--- src/rtl/cawt_pkg.sv ---
// package: character codes and result entry type for the word tokeniser
`timescale 1ns / 1ps

package cawt_pkg;

	// character codes
	localparam logic [7:0] CH_SPACE  = 8'h20;
	localparam logic [7:0] CH_TAB    = 8'h09;
	localparam logic [7:0] CH_EQUAL  = 8'h3D;
	localparam logic [7:0] CH_LBRACE = 8'h7B;
	localparam logic [7:0] CH_RBRACE = 8'h7D;
	localparam logic [7:0] CH_LPAREN = 8'h28;
	localparam logic [7:0] CH_RPAREN = 8'h29;
	localparam logic [7:0] CH_SEMI   = 8'h3B;
	localparam logic [7:0] CH_COMMA  = 8'h2C;
	localparam logic [7:0] CH_DQUOTE = 8'h22;
	localparam logic [7:0] CH_SQUOTE = 8'h27;
	localparam logic [7:0] CH_HASH   = 8'h23;
	localparam logic [7:0] CH_SLASH  = 8'h2F;
	localparam logic [7:0] CH_STAR   = 8'h2A;

	// result queue geometry
	localparam int RQ_DEPTH = 4;
	localparam int RQ_AW    = 2;
	localparam int RQ_CW    = 3;

	// one result beat
	typedef struct packed {
		logic [7:0] out_char;
		logic       word_start;
		logic       last;
	} result_t;

endpackage

--- src/rtl/comment_aware_word_tokenizer.sv ---
// top level: comment-aware word tokeniser, one character per beat in
`timescale 1ns / 1ps

// Usage
// Input channel: item_valid / item_stall carry ch and line_end, one character
// of a text line per beat; a beat with line_end high closes the line.
// Output channel: res_valid / res_stall carry out_char, word_start and last,
// one word character per beat; last marks the final result of an input beat.
// An input beat gives zero, one or two results (two when a held-back slash
// is released ahead of the next kept character).
// An input beat lands in the input register, is decoded there in one pass
// against the tokeniser state, and its results are written into the result
// queue, from whose head they are presented on the output channel.
// Throughput: one input beat per cycle while the result queue has room for
// two more results; the output side moves one result per cycle, one move
// per result. A four-entry result queue decouples the two sides.
// Reset clears the tokeniser state, the input register and the result queue.
// When the receiver stalls, the head result holds steady; once the queue can
// no longer take two more results the input register stops and item_stall
// rises.
module comment_aware_word_tokenizer
	import cawt_pkg::*;
(
	input  logic       clk,
	input  logic       arst_n,
	input  logic       item_valid,
	output logic       item_stall,
	input  logic [7:0] ch,
	input  logic       line_end,
	output logic       res_valid,
	input  logic       res_stall,
	output logic [7:0] out_char,
	output logic       word_start,
	output logic       last
);

	// input register
	logic       valid_s1;
	logic [7:0] ch_s1;
	logic       line_end_s1;

	// tokeniser state
	logic block_comment_q, skip_rest_q, prev_slash_q, prev_star_q;
	logic just_closed_q, in_quote_q, word_open_q;

	// next state and results
	logic bc_n, skip_n, ps_n, pst_n, jcc_n, iq_n, wo_n;
	logic is_space, is_single, is_quote, is_slash, is_star, is_hash;
	logic [1:0] res_n;
	result_t    res0, res1;

	// result queue
	result_t          rq_q [RQ_DEPTH];
	logic [RQ_AW-1:0] rd_ptr_q, wr_ptr_q, wr_ptr_p1;
	logic [RQ_CW-1:0] count_q;
	logic             room, advance, pop;

	assign room       = (count_q <= RQ_CW'(RQ_DEPTH - 2));
	assign advance    = valid_s1 && room;
	assign item_stall = valid_s1 && !room;
	assign pop        = res_valid && !res_stall;

	// input register load
	always_ff @(posedge clk or negedge arst_n) begin
		if (!arst_n) begin
			valid_s1 <= 1'b0;
		end else if (!item_stall) begin
			valid_s1 <= item_valid;
		end
	end

	always_ff @(posedge clk) begin
		if (!item_stall && item_valid) begin
			ch_s1       <= ch;
			line_end_s1 <= line_end;
		end
	end

	// character classes
	always_comb begin
		is_space  = (ch_s1 == CH_SPACE) || (ch_s1 == CH_TAB);
		is_single = (ch_s1 == CH_EQUAL) || (ch_s1 == CH_LBRACE) || (ch_s1 == CH_RBRACE) ||
			(ch_s1 == CH_LPAREN) || (ch_s1 == CH_RPAREN) || (ch_s1 == CH_SEMI) ||
			(ch_s1 == CH_COMMA);
		is_quote  = (ch_s1 == CH_DQUOTE) || (ch_s1 == CH_SQUOTE);
		is_slash  = (ch_s1 == CH_SLASH);
		is_star   = (ch_s1 == CH_STAR);
		is_hash   = (ch_s1 == CH_HASH);
	end

	// single-pass tokeniser decode
	always_comb begin
		logic sp, sg;
		bc_n   = block_comment_q;
		skip_n = skip_rest_q;
		ps_n   = prev_slash_q;
		pst_n  = prev_star_q;
		jcc_n  = just_closed_q;
		iq_n   = in_quote_q;
		wo_n   = word_open_q;
		res_n  = 2'd0;
		res0   = '0;
		res1   = '0;
		sp     = is_space;
		sg     = is_single;
		if (line_end_s1) begin
			skip_n = 1'b0;
			ps_n   = 1'b0;
			pst_n  = 1'b0;
			jcc_n  = 1'b0;
			iq_n   = 1'b0;
			wo_n   = 1'b0;
		end else if (!skip_rest_q) begin
			if (prev_slash_q && is_slash) begin
				skip_n = 1'b1;
			end else begin
				// star-slash closes a comment
				if (prev_star_q && is_slash) begin
					ps_n  = 1'b0;
					pst_n = 1'b0;
					jcc_n = 1'b1;
					bc_n  = 1'b0;
				end
				if (ps_n && is_star) begin
					bc_n = 1'b1;
				end
				if (is_hash) begin
					skip_n = 1'b1;
				end else if (!bc_n && is_slash) begin
					// hold the slash back
					ps_n = 1'b1;
				end else begin
					if (!bc_n) begin
						// release a held slash
						if (ps_n && !jcc_n) begin
							res0.out_char   = CH_SLASH;
							res0.word_start = !wo_n;
							wo_n            = 1'b1;
							res_n           = 2'd1;
						end
						if (is_quote) begin
							wo_n = 1'b0;
							iq_n = !iq_n;
							sp   = 1'b1;
							sg   = 1'b0;
						end
						if ((!iq_n && !sp) || (iq_n && !is_quote) || (!iq_n && sg)) begin
							if (res_n == 2'd0) begin
								res0.out_char   = ch_s1;
								res0.word_start = (!iq_n && sg) || !wo_n;
							end else begin
								res1.out_char   = ch_s1;
								res1.word_start = (!iq_n && sg) || !wo_n;
							end
							res_n = res_n + 2'd1;
						end
						if (!iq_n && (sp || sg)) begin
							wo_n = 1'b0;
						end else if (!iq_n || !is_quote) begin
							wo_n = 1'b1;
						end
						jcc_n = 1'b0;
					end
					ps_n  = is_slash;
					pst_n = is_star;
				end
			end
		end
		res0.last = (res_n == 2'd1);
		res1.last = 1'b1;
	end

	// state update
	always_ff @(posedge clk or negedge arst_n) begin
		if (!arst_n) begin
			block_comment_q <= 1'b0;
			skip_rest_q     <= 1'b0;
			prev_slash_q    <= 1'b0;
			prev_star_q     <= 1'b0;
			just_closed_q   <= 1'b0;
			in_quote_q      <= 1'b0;
			word_open_q     <= 1'b0;
		end else if (advance) begin
			block_comment_q <= bc_n;
			skip_rest_q     <= skip_n;
			prev_slash_q    <= ps_n;
			prev_star_q     <= pst_n;
			just_closed_q   <= jcc_n;
			in_quote_q      <= iq_n;
			word_open_q     <= wo_n;
		end
	end

	// result queue pointers and fill count
	assign wr_ptr_p1 = wr_ptr_q + RQ_AW'(1);

	always_ff @(posedge clk or negedge arst_n) begin
		if (!arst_n) begin
			rd_ptr_q <= '0;
			wr_ptr_q <= '0;
			count_q  <= '0;
		end else begin
			if (pop) begin
				rd_ptr_q <= rd_ptr_q + RQ_AW'(1);
			end
			if (advance) begin
				wr_ptr_q <= wr_ptr_q + RQ_AW'(res_n);
			end
			count_q <= count_q + (advance ? RQ_CW'(res_n) : '0) - RQ_CW'(pop);
		end
	end

	// result queue storage
	always_ff @(posedge clk) begin
		if (advance && (res_n != 2'd0)) begin
			rq_q[wr_ptr_q] <= res0;
		end
		if (advance && (res_n == 2'd2)) begin
			rq_q[wr_ptr_p1] <= res1;
		end
	end

	// output beat
	assign res_valid  = (count_q != '0);
	assign out_char   = rq_q[rd_ptr_q].out_char;
	assign word_start = rq_q[rd_ptr_q].word_start;
	assign last       = rq_q[rd_ptr_q].last;

endmodule
--- config.mk ---
export PLATFORM = sky130hd
export DESIGN_NAME = comment_aware_word_tokenizer
export DESIGN_NICKNAME = d
export VERILOG_FILES = /design/src/rtl/cawt_pkg.sv /design/src/rtl/comment_aware_word_tokenizer.sv
export SDC_FILE = /design/constraint.sdc
export NUM_CORES = 1
export LEC_CHECK = 0
export ABC_AREA = 1
export BUFFER_PORTS_ARGS = -buffer_cell sky130_fd_sc_hd__buf_2
export CORE_ASPECT_RATIO = 2
export CORE_UTILIZATION = 38
export DETAILED_ROUTE_END_ITERATION = 12
export GPL_TIMING_DRIVEN = 0
export PLACE_DENSITY = 0.58
export SLEW_MARGIN = 20
export SYNTH_ARGS = -nofsm -noshare
export SYNTH_HDL_FRONTEND = slang
export SYNTH_SLANG_ARGS = --single-unit
--- constraint.sdc ---
create_clock -name clk -period 3.2 [get_ports clk]
set_input_delay 0.64 -clock clk [delete_from_list [all_inputs] [get_ports clk]]
set_output_delay 0.64 -clock clk [all_outputs]
set_load 0.02 [all_outputs]
==> flow_metrics.env <==
export IMPL_worstMarginPinSlew_ns=0.7220
export IMPL_p_comb_frac=0.389
export IMPL_crit_fanout=4
export IMPL_crit_buf_inv=4
export IMPL_violations="DRC"
export IMPL_area_delta_synth_final_pct=19.56
export IMPL_synthTopCellsByArea="edfxtp_1 37%, dfrtp_1 10%, nand2_1 10%"
export IMPL_drc=1
export IMPL_critPathMaxStageDelay_ns=0.40
export IMPL_hold_viol=0
export IMPL_required_ns=3.42
export IMPL_cap_violations=0
export IMPL_cts_buffers=9
export IMPL_antenna_cells=0
export IMPL_grt_pass1_vias=2878
export IMPL_syn_area_per_cell_um2=8.398
export IMPL_ant_nets=0
export IMPL_postCtsHoldBufs=0
export IMPL_dp_hpwl_um=6858
export IMPL_postRouteWirelength_um=8777
export IMPL_startpoint_type="flop"
export IMPL_fp_coreArea_um2=9321
export IMPL_swShare=0.3981
export IMPL_synth_seq_cells=64
export IMPL_power_mw=3.542
export IMPL_cp_cell_sequence="inv_1, nand2_1, nor2_4, inv_2, a21oi_4, ha_4, nand2_1, nand2_4, inv_2, ha_4, nand4_4, nor2_4, nand2_2, ha_1, inv_1, ha_1, fa_1, xnor2_1"
export IMPL_cp_top_family="adder cells"
export IMPL_setup_violations=0
export IMPL_cts_sinks=64
export IMPL_hold_ws_ns=0.2105
export IMPL_floorplan_die_area_um2=9943
export IMPL_fin_crit_sh=0.9549
export IMPL_cts_buffer_depth=2
export IMPL_syn_area_um2=3620
export IMPL_worstSetupEndpointType="flop"
export IMPL_final_cell_mix="92 x nand2_1, 50 x o21ai_0, 48 x nor2_1"
export IMPL_drt_pass1_iterations=9
export IMPL_synth_top_area_share=0.3733
export IMPL_yosysWarnings=0
export IMPL_antenna_found_initial=0
export IMPL_synth_cell_types=35
export IMPL_fp_dieW_um=71.01
export IMPL_die_h_um=140.0
export IMPL_clk_latency_ns=0.34
export IMPL_rows=50
export IMPL_htree_levels=3
export IMPL_place_gp_congestion=0.8792
export IMPL_max_slew_margin=0.5169
export IMPL_gr_total_overflow=0
export IMPL_crit_type="flop to flop"
export IMPL_grt_usage=0.1811
export IMPL_port_buffers=24
export IMPL_ir_drop_mv=0.4520
export IMPL_io_pins=25
export IMPL_clockRootBuffer="clkbuf_16"
export IMPL_syn_inst=431
export IMPL_grt_pass1_wl_um=13540
export IMPL_critPathSlowestCell="edfxtp_1"
export IMPL_skew_ns=0.007977
export IMPL_layout_nets=496
export IMPL_p_leak_nw=1.738
export IMPL_clk_pin_slew_worst_paths_ns=0.06
export IMPL_ys_seq_area_frac=0.4991
export IMPL_powerDensity_nw_per_um2=818.4
export IMPL_via_per_inst=5.166
export IMPL_seqPwrFrac=0.338
export IMPL_drtIter0Drc=115
export IMPL_finalWorstPathRequiredPeriod_ns=3.056
export IMPL_final_common_cell="nand2_1"
export IMPL_fmax_ghz=0.3273
export IMPL_cts_tree="done"
export IMPL_grt_max_degree=16
export IMPL_run_status="complete, but fails checks"
export IMPL_p_int_mw=2.132
export IMPL_clkPwrFrac=0.273
export IMPL_worst_hold_path_type="input port to async pin"
export IMPL_p_sw_mw=1.410
export IMPL_drive_above_1_share=0.1975
export IMPL_critPathArrivalTime_ns=3.28
export IMPL_start_util=0.3883
export IMPL_syn_num_nets=451
export IMPL_wl_per_cell_um=15.00
export IMPL_synth_area_leader_cell="edfxtp_1"
export IMPL_drv_slew=0
export IMPL_vias=3022
==> routing by layer <==
metal / vias to the layer above / part of all wire / track usage
li1: 1544 / - / -
met1: 1414 / 0.34 / 0.1493
met2: 48 / 0.60 / 0.3785
met3: 16 / 0.024 / 0.03813
met4: 0 / 0.027 / 0.08737
met5: - / 0 / 0
==> path summary, 6_finish.rpt <==
check                                 from           to  slack (ns)  depth (start not counted)
worst min-delay path                arst_n  prev_star_q        0.21                          1
worst max-delay path              ch_s1[7]   count_q[2]        0.14                         18
worst min register to register  rq_q[1][0]   rq_q[1][0]        0.46                          2
min in group clk                rq_q[1][0]   rq_q[1][0]        0.46                          2
worst max register to register    ch_s1[7]   count_q[2]        0.14                         18
max in group asynchronous           arst_n  word_open_q        2.72                          1
==> area by class of cell <==
type,count,area (µm²)
fillers,890,4994
flip-flops and latches,64,1807
multi-input cells,306,1652
clock buffers,9,225.2
repair buffers,34,195.2
inverters,50,187.7
well taps,104,130.1
clock inverters,7,71.32
plain buffers,11,60.06
==> what timing repair did <==
action	4_1_cts	5_1_grt
gates resized for setup	8	9
setup buffers	4	6
pin swaps	3	5
gates cloned	0	0
setup endpoints to repair	71	56
==> through the flow <==
| stage | TNS [ns] | worst slack [ns] | cells | cell area (µm²) | utilization |
|---|---|---|---|---|---|
| after global placement | -12.12 | -0.3498 | 559 | 3872 | 0.4154 |
| after CTS | 0 | 0.01863 | 579 | 4233 | 0.4541 |
| final | 0 | 0.1445 | 585 | 4328 | 0.4643 |
| after global routing | -0.03224 | -0.03224 | 585 | 4328 | 0.4643 |
| after floorplan | 0 | 0.03177 | 431 | 3622 | - |
| after detailed placement | -14.53 | -0.4034 | 559 | 3872 | 0.4154 |
==> cells in the mapped netlist (all sizes together) <==
cell	number
a21oi	9
buf	4
clkbuf	7
clkinv	1
dfrtp	15
dfxtp	4
edfxtp	45
fa	1
ha	6
inv	49
nand2	107
nand3	16
nand4	14
nor2	57
nor3	10
nor3b	1
o21ai	68
o22ai	10
o31ai	1
o32ai	1
or2	1
xnor2	2
xor2	2
==> sequential cells by signal (all words and copies together) (netlist names), 2 cells and up <==
name,count
wr_ptr_q,2
rd_ptr_q,2
ch_s1,8
rq_q,40
count_q,3
==> cell families (layout without fill, tap and decap cells) <==
logic type                 Yosys count  in the layout  share of synthesized area
buffers and inverters               61            111                    0.06844
DFF                                 64             64                     0.4991
AOI/OAI and AO/OA                   89             89                     0.1282
adders and majority gates            7              7                    0.02627
xor gates and xnor gates             4              4                   0.009680
and+or+nand+nor                    206            206                     0.2682
==> power groups by stage <==
stage	logic (mW)	registers, mW	clock network (mW)
4_1_cts	1.36	1.19	0.979
6_report	1.38	1.20	0.967
3_5_place_dp	1.33	1.21	0
2_1_floorplan	0.962	1.18	0
3_3_place_gp	1.30	1.20	0
5_1_grt	1.52	1.22	1.01
No activity file was read; power rests on OpenSTA's default activity.
